--- config.mk ---
export PLATFORM = sky130hd
export DESIGN_NAME = i2c_led_command_slave
export DESIGN_NICKNAME = d
export VERILOG_FILES = /design/src/rtl/i2cled_pkg.sv /design/src/rtl/i2cled_core.sv /design/src/rtl/i2c_led_command_slave.sv
export VERILOG_INCLUDE_DIRS = /design/src /design/src/rtl
export SDC_FILE = /design/constraint.sdc
export NUM_CORES = 1
export LEC_CHECK = 0
export BUFFER_PORTS_ARGS = -buffer_cell sky130_fd_sc_hd__clkbuf_2
export CAP_MARGIN = 20
export CORE_UTILIZATION = 60
export DETAILED_ROUTE_END_ITERATION = 8
export PLACE_DENSITY = 0.82
export SYNTH_ARGS = -nofsm -noshare
export SYNTH_HDL_FRONTEND = slang
export SYNTH_SLANG_ARGS = --single-unit
--- constraint.sdc ---
create_clock -name clock -period 5.7 [get_ports clock]
set_input_delay 1.14 -clock clock [delete_from_list [all_inputs] [get_ports clock]]
set_output_delay 1.14 -clock clock [all_outputs]
set_load 0.005 [all_outputs]
--- src/rtl/assert_macros.svh ---
// ----------------------------------------------------------------------------
// assert_macros.svh
// Shorthand for clocked concurrent checks with a synchronous reset.
// ----------------------------------------------------------------------------
`ifndef ASSERT_MACROS_SVH
`define ASSERT_MACROS_SVH

// expression must hold at every edge outside reset
`define ASSERT_ALWAYS(lbl, clk, rst, expr) \
   lbl: assert property (@(posedge clk) disable iff (rst) (expr)) \
      else $error("assertion failed: invariant");

// consequent must hold at the same edge as the antecedent
`define ASSERT_IMPLY(lbl, clk, rst, ante, cons) \
   lbl: assert property (@(posedge clk) disable iff (rst) (ante) |-> (cons)) \
      else $error("assertion failed: implication");

// consequent must hold at the edge that follows the antecedent
`define ASSERT_NEXT(lbl, clk, rst, ante, cons) \
   lbl: assert property (@(posedge clk) disable iff (rst) (ante) |=> (cons)) \
      else $error("assertion failed: next-cycle implication");

`endif

--- src/rtl/i2cled_pkg.sv ---
// ----------------------------------------------------------------------------
// i2cled_pkg
// Shared types, codes and reply text for the I2C LED command slave.
// ----------------------------------------------------------------------------
`timescale 1ns / 1ps

package i2cled_pkg;

   // bus event codes
   typedef enum logic [1:0] {
      EV_ADDR_MATCH = 2'd0,
      EV_DATA       = 2'd1,
      EV_READ       = 2'd2,
      EV_OTHER      = 2'd3
   } event_type;

   // reply text selectors
   localparam logic [2:0] SEL_EMPTY    = 3'd0;
   localparam logic [2:0] SEL_ON_BASE  = 3'd1;
   localparam logic [2:0] SEL_OFF_BASE = 3'd4;
   localparam logic [2:0] SEL_ERROR    = 3'd7;

   // reply window and pointer limits
   localparam logic [4:0] REPLY_LENGTH = 5'd10;
   localparam logic [3:0] PTR_MAX      = 4'hF;

   // command characters
   localparam logic [7:0] CHAR_SET   = 8'h73;  // 's'
   localparam logic [7:0] CHAR_RESET = 8'h72;  // 'r'
   localparam logic [7:0] CHAR_ONE   = 8'h31;  // '1'
   localparam logic [7:0] CHAR_TWO   = 8'h32;  // '2'
   localparam logic [7:0] CHAR_THREE = 8'h33;  // '3'

   typedef struct packed {
      event_type  ev;
      logic [7:0] data_byte;
   } item_type;

   typedef struct packed {
      logic       bad_command;
      logic       executed;
      logic [2:0] led_bits;
      logic [7:0] tx_byte;
   } result_type;

   // "LED-n-ON", "LED-n-OFF", "--ERROR--", all zero past the text
   function automatic logic [7:0] reply_char(input logic [2:0] sel, input logic [3:0] idx);
      logic [7:0] digit;
      logic [7:0] ch;
      logic       is_off;
      digit  = 8'h30;
      ch     = 8'h00;
      is_off = (sel >= SEL_OFF_BASE);
      if (sel == SEL_EMPTY) begin
         ch = 8'h00;
      end else if (sel == SEL_ERROR) begin
         case (idx)
            4'd0, 4'd1, 4'd7, 4'd8: ch = 8'h2D;  // '-'
            4'd2:    ch = 8'h45;                 // 'E'
            4'd3:    ch = 8'h52;                 // 'R'
            4'd4:    ch = 8'h52;
            4'd5:    ch = 8'h4F;                 // 'O'
            4'd6:    ch = 8'h52;
            default: ch = 8'h00;
         endcase
      end else begin
         if (is_off) digit = 8'h31 + {5'd0, sel - SEL_OFF_BASE};
         else        digit = 8'h31 + {5'd0, sel - SEL_ON_BASE};
         case (idx)
            4'd0:    ch = 8'h4C;                 // 'L'
            4'd1:    ch = 8'h45;                 // 'E'
            4'd2:    ch = 8'h44;                 // 'D'
            4'd3:    ch = 8'h2D;
            4'd4:    ch = digit;
            4'd5:    ch = 8'h2D;
            4'd6:    ch = 8'h4F;                 // 'O'
            4'd7:    ch = is_off ? 8'h46 : 8'h4E; // 'F' or 'N'
            4'd8:    ch = is_off ? 8'h46 : 8'h00;
            default: ch = 8'h00;
         endcase
      end
      return ch;
   endfunction

endpackage

--- src/rtl/i2cled_core.sv ---
// ----------------------------------------------------------------------------
// i2cled_core
// Command state and single-pass event decode. Result is combinational from
// the current item and state; state advances when step is high.
// ----------------------------------------------------------------------------
`timescale 1ns / 1ps

module i2cled_core
   import i2cled_pkg::*;
(
   input  logic       clock,
   input  logic       reset,
   input  logic       step,
   input  item_type   item,
   output result_type result
);

   logic       have_first_ff, have_first_in;
   logic [7:0] first_byte_ff, first_byte_in;
   logic [2:0] led_ff, led_in;
   logic [2:0] reply_sel_ff, reply_sel_in;
   logic [3:0] reply_ptr_ff, reply_ptr_in;

   logic [1:0] led_idx;
   logic       led_hit;
   logic [2:0] led_mask;

   always_comb begin
      led_hit = 1'b1;
      led_idx = 2'd0;
      case (item.data_byte)
         CHAR_ONE:   led_idx = 2'd0;
         CHAR_TWO:   led_idx = 2'd1;
         CHAR_THREE: led_idx = 2'd2;
         default:    led_hit = 1'b0;
      endcase
      led_mask = 3'b001 << led_idx;
   end

   always_comb begin
      have_first_in = have_first_ff;
      first_byte_in = first_byte_ff;
      led_in        = led_ff;
      reply_sel_in  = reply_sel_ff;
      reply_ptr_in  = reply_ptr_ff;
      result        = '0;

      unique case (item.ev)
         EV_ADDR_MATCH: begin
            have_first_in = 1'b0;
         end
         EV_DATA: begin
            if (!have_first_ff) begin
               first_byte_in = item.data_byte;
               have_first_in = 1'b1;
            end else begin
               if (led_hit && first_byte_ff == CHAR_SET) begin
                  led_in       = led_ff | led_mask;
                  reply_sel_in = SEL_ON_BASE + {1'b0, led_idx};
               end else if (led_hit && first_byte_ff == CHAR_RESET) begin
                  led_in       = led_ff & ~led_mask;
                  reply_sel_in = SEL_OFF_BASE + {1'b0, led_idx};
               end else begin
                  reply_sel_in       = SEL_ERROR;
                  result.bad_command = 1'b1;
               end
               result.executed = 1'b1;
               have_first_in   = 1'b0;
               reply_ptr_in    = '0;
            end
         end
         EV_READ: begin
            if ({1'b0, reply_ptr_ff} < REPLY_LENGTH) begin
               result.tx_byte = reply_char(reply_sel_ff, reply_ptr_ff);
               if (reply_ptr_ff != PTR_MAX) reply_ptr_in = reply_ptr_ff + 4'd1;
            end
         end
         EV_OTHER: begin
         end
         default: begin
         end
      endcase

      result.led_bits = led_in;
   end

   always_ff @(posedge clock) begin
      if (reset) begin
         have_first_ff <= 1'b0;
         first_byte_ff <= '0;
         led_ff        <= '0;
         reply_sel_ff  <= SEL_EMPTY;
         reply_ptr_ff  <= '0;
      end else if (step) begin
         have_first_ff <= have_first_in;
         first_byte_ff <= first_byte_in;
         led_ff        <= led_in;
         reply_sel_ff  <= reply_sel_in;
         reply_ptr_ff  <= reply_ptr_in;
      end
   end

endmodule

--- src/rtl/i2c_led_command_slave.sv ---
// ----------------------------------------------------------------------------
// i2c_led_command_slave
// LED command interpreter behind I2C address match: one bus event in, one
// result out, with reply text returned on read events.
// ----------------------------------------------------------------------------
//  channel   dir   tuser          tdata
//  req_      in    [1:0] event    [7:0] data_byte
//  rsp_      out   -              [7:0] tx_byte, [10:8] led_bits,
//                                 [11] executed, [12] bad_command
//
//  One transaction per clock sustained while rsp_tready holds high. Items pass
//  through the input register, then the result register; decode and the reply
//  text lookup sit between them. Synchronous active-high reset clears command
//  state, LEDs and reply select. A stalled result holds the result register;
//  one more item waits in the input register before req_tready drops.
// ----------------------------------------------------------------------------
`timescale 1ns / 1ps
`include "assert_macros.svh"

module i2c_led_command_slave
   import i2cled_pkg::*;
(
   input  logic        clock,
   input  logic        reset,
   input  logic        req_tvalid,
   output logic        req_tready,
   input  logic [15:0] req_tdata,   // [7:0] data_byte, [15:8] zero
   input  logic [1:0]  req_tuser,   // [1:0] cmd
   output logic        rsp_tvalid,
   input  logic        rsp_tready,
   output logic [15:0] rsp_tdata    // [7:0] tx_byte, [10:8] led_bits,
                                    // [11] executed, [12] bad_command, [15:13] zero
);

   logic       in_valid_ff, in_valid_in;
   item_type   in_item_ff;
   logic       out_valid_ff, out_valid_in;
   result_type out_result_ff;
   result_type result;
   logic       req_fire;
   logic       advance;

   assign advance    = in_valid_ff && (!out_valid_ff || rsp_tready);
   assign req_tready = !in_valid_ff || advance;
   assign req_fire   = req_tvalid && req_tready;

   always_comb begin
      in_valid_in = in_valid_ff;
      if (req_fire)     in_valid_in = 1'b1;
      else if (advance) in_valid_in = 1'b0;

      out_valid_in = out_valid_ff;
      if (advance)         out_valid_in = 1'b1;
      else if (rsp_tready) out_valid_in = 1'b0;
   end

   i2cled_core u_core (
      .clock  (clock),
      .reset  (reset),
      .step   (advance),
      .item   (in_item_ff),
      .result (result)
   );

   always_ff @(posedge clock) begin
      if (reset) begin
         in_valid_ff  <= 1'b0;
         out_valid_ff <= 1'b0;
      end else begin
         in_valid_ff  <= in_valid_in;
         out_valid_ff <= out_valid_in;
      end
   end

   always_ff @(posedge clock) begin
      if (req_fire) begin
         in_item_ff.ev        <= event_type'(req_tuser);
         in_item_ff.data_byte <= req_tdata[7:0];
      end
      if (advance) out_result_ff <= result;
   end

   assign rsp_tvalid = out_valid_ff;
   assign rsp_tdata  = {3'b000, out_result_ff};

   `ASSERT_IMPLY(a_bad_needs_exec, clock, reset,
      out_valid_ff && out_result_ff.bad_command, out_result_ff.executed)
   `ASSERT_NEXT(a_held_item_kept, clock, reset,
      in_valid_ff && !advance, in_valid_ff)
   `ASSERT_NEXT(a_result_held, clock, reset,
      out_valid_ff && !rsp_tready, out_valid_ff && $stable(out_result_ff))

endmodule

==> flow_metrics.env <==
export IMPL_outcome="finished clean"
export IMPL_worst_pin_slew_ns=0.576
export IMPL_grtUsageTotal_pct=20.7
export IMPL_finalPower_mw=0.619
export IMPL_viasPerCell=5.70
export IMPL_rows=22
export IMPL_area_growth_pct=9.51
export IMPL_setup_viol=0
export IMPL_yosysTopAreaCell="edfxtp_1"
export IMPL_dp_cells=297
export IMPL_diodes=0
export IMPL_die_w_um=65.7
export IMPL_ir_drop_mv=0.199
export IMPL_final_hold_viol_count=0
export IMPL_crit_required_ns=4.56
export IMPL_p_leak_nw=1.07
export IMPL_cap_violations=0
export IMPL_relSlewSlack_pct=61.4
export IMPL_seq_area_frac_synth_pct=49.4
export IMPL_grt_max_degree=24
export IMPL_clkTransAtPathRegs_ns=0.09
export IMPL_drc=0
export IMPL_via_count=1743
export IMPL_clock_sinks=49
export IMPL_drt_total_wl_um=4090
export IMPL_die_height_um=65.7
export IMPL_die_area_um2=4310
export IMPL_synth_distinct_cells=51
export IMPL_insertion_delay_ns=0.31
export IMPL_cts_max_level=2
export IMPL_synthTopCellsByArea="edfxtp_1, dfxtp_1, ha_1, mux2i_1, nor2_1"
export IMPL_fin_worst_skew_ns=0.00738
export IMPL_synth_edf_count=22
export IMPL_clock_path_buffers=2
export IMPL_tns_ns=0
export IMPL_io_pins=40
export IMPL_ys_async_sr_fraction_pct=0
export IMPL_worstHoldPathType="flip-flop to flip-flop"
export IMPL_grt_ovfl_total=0
export IMPL_grt_pass1_vias=1539
export IMPL_routedWlPerCell_um=13.4
export IMPL_gp_congestion=0.882
export IMPL_initial_utilization_pct=64.5
export IMPL_cts_resized=0
export IMPL_post_cts_buffers=0
export IMPL_core_area_um2=3770
export IMPL_dominantRegCellSynth="dfxtp_1"
export IMPL_dp_hpwl_um=2960
export IMPL_r2r_cells=9
export IMPL_port_buffers=27
export IMPL_layoutNonFillerInstCount=306
export IMPL_powerDensity_nw_per_um2=232
export IMPL_grt_first_pass_wirelength_um=6680
export IMPL_ys_warnings_count=0
export IMPL_num_nets_final=291
export IMPL_antenna_found_initial=0
export IMPL_cts_root_buf="clkbuf_8"
export IMPL_dr_pass1_iters=4
export IMPL_slew_viol_final=0
export IMPL_period_needed_ns=2.78
export IMPL_fin_ws_ns=2.92
export IMPL_rsz0062_at_grt="no"
export IMPL_layout_drive_gt1_share_pct=20.5
export IMPL_pre_cts_ws_ns=2.82
export IMPL_placed_area_um2=2570
export IMPL_drt_first_iter_violations=142
export IMPL_syn_area_per_cell_um2=10.5
export IMPL_hold_depth=2
export IMPL_netlist_area_um2=2430
export IMPL_cp_end_kind="output port"
export IMPL_cts_hold_buffers=0
export IMPL_ant_nets=0
export IMPL_yosysTopAreaCellShare_pct=27.1
export IMPL_crit_type="input pin to output port"
export IMPL_crit_fanout=3
export IMPL_ys_seq_elements=49
export IMPL_cts_buffers=5
export IMPL_synth_cells=232
export IMPL_max_freq_mhz=360
export IMPL_cp_data_arrival_time_ns=1.64
export IMPL_cts_tree="yes"
export IMPL_cp_start_kind="input pin"
export IMPL_postLayoutCellArea_um2=2670
export IMPL_fin_crit_sh_pct=48.7
final cells by class:
type | count | area (um2)
inverters | 9 | 33.8
well taps | 48 | 60.1
flip-flops and latches | 49 | 1200
clock inverters | 3 | 21.3
clock buffers | 5 | 68.8
multi-input cells | 164 | 1140
fillers | 315 | 1110
repair buffers | 28 | 143
cells in the final DEF, fill, tap and decap left out, drive strengths merged, types with 4 or more instances in the layout:
master,instances
clkbuf,32
dfxtp,27
nor2,25
edfxtp,22
nand2,17
a21oi,16
ha,12
nand3,12
inv,10
mux2i,9
nor3,7
a211oi,6
o21ai,5
mux2,4
nor2b,4
conb,4
nand2b,4
synthesized netlist by cell type (all sizes together), types with 2 or more instances:
cell,count
nor3,7
a211oi,6
o22ai,2
nor2b,4
o21ai,5
nand2,17
and2b,3
a21o,3
nand3b,2
xnor2,3
clkbuf,3
nor2,25
nand3,12
and2,3
ha,12
a221oi,3
nor3b,3
and3,3
buf,10
dfxtp,27
nand2b,4
a21oi,16
mux2i,9
inv,9
mux2,4
edfxtp,22
report_power, final:
group	total [mW]	switching, mW	leakage, nW	internal [mW]
Clock	0.205	0.118	0.0445	0.0871
Sequential	0.383	0.00632	0.430	0.377
Combinational	0.0305	0.0171	0.598	0.0134
stage by stage:
step	hold WS (ns)	util [%]
finish	0.464	70.7
global route	0.504	70.7
CTS	0.466	70.5
detailed placement	0.453	68.1
global placement	0.441	68.1
floorplan	0.432	-
routing by layer:
metal | GRT usage, % | up-vias | wire length, um
li1 | - | 871 | -
met3 | 6.08 | 8 | 224
met5 | 0 | - | 0
met2 | 33.2 | 63 | 1950
met1 | 25.0 | 801 | 1830
met4 | 10.6 | 0 | 87
worst paths after layout:
check / end / slack, ns / start
setup reg to reg: rsp_tdata[8]$_DFFE_PN_ / 3.23 / in_item_ff[6]$_DFFE_PP_
hold / removal: u_core.led_ff[2]$_SDFFE_PP0N_ / 0.46 / u_core.led_ff[2]$_SDFFE_PP0N_
setup / recovery: req_tready / 2.92 / rsp_tready
hold reg to reg: u_core.led_ff[2]$_SDFFE_PP0N_ / 0.46 / u_core.led_ff[2]$_SDFFE_PP0N_
worst max-delay path: stages:
cell      delay [ns]
clkbuf_2        0.09
nor2b_1         0.19
nand2_1         0.10
clkbuf_2        0.12
logic make-up (layout without fill, tap and decap cells):
family / count (synthesis) / in the layout / synth area share [%]
flip-flops: 49 / 49 / 49.4
buffers and inverters: 22 / 45 / 4.63
XOR/XNOR: 3 / 3 / 1.08
multiplexers: 13 / 13 / 6.17
AND/OR/NAND/NOR: 90 / 90 / 20.8
other: 1 / 4 / 0.154
AO/OA/AOI/OAI: 42 / 42 / 11.6
adder cells (fa/ha/maj): 12 / 12 / 6.17
No activity file was read; power rests on OpenSTA's default activity.
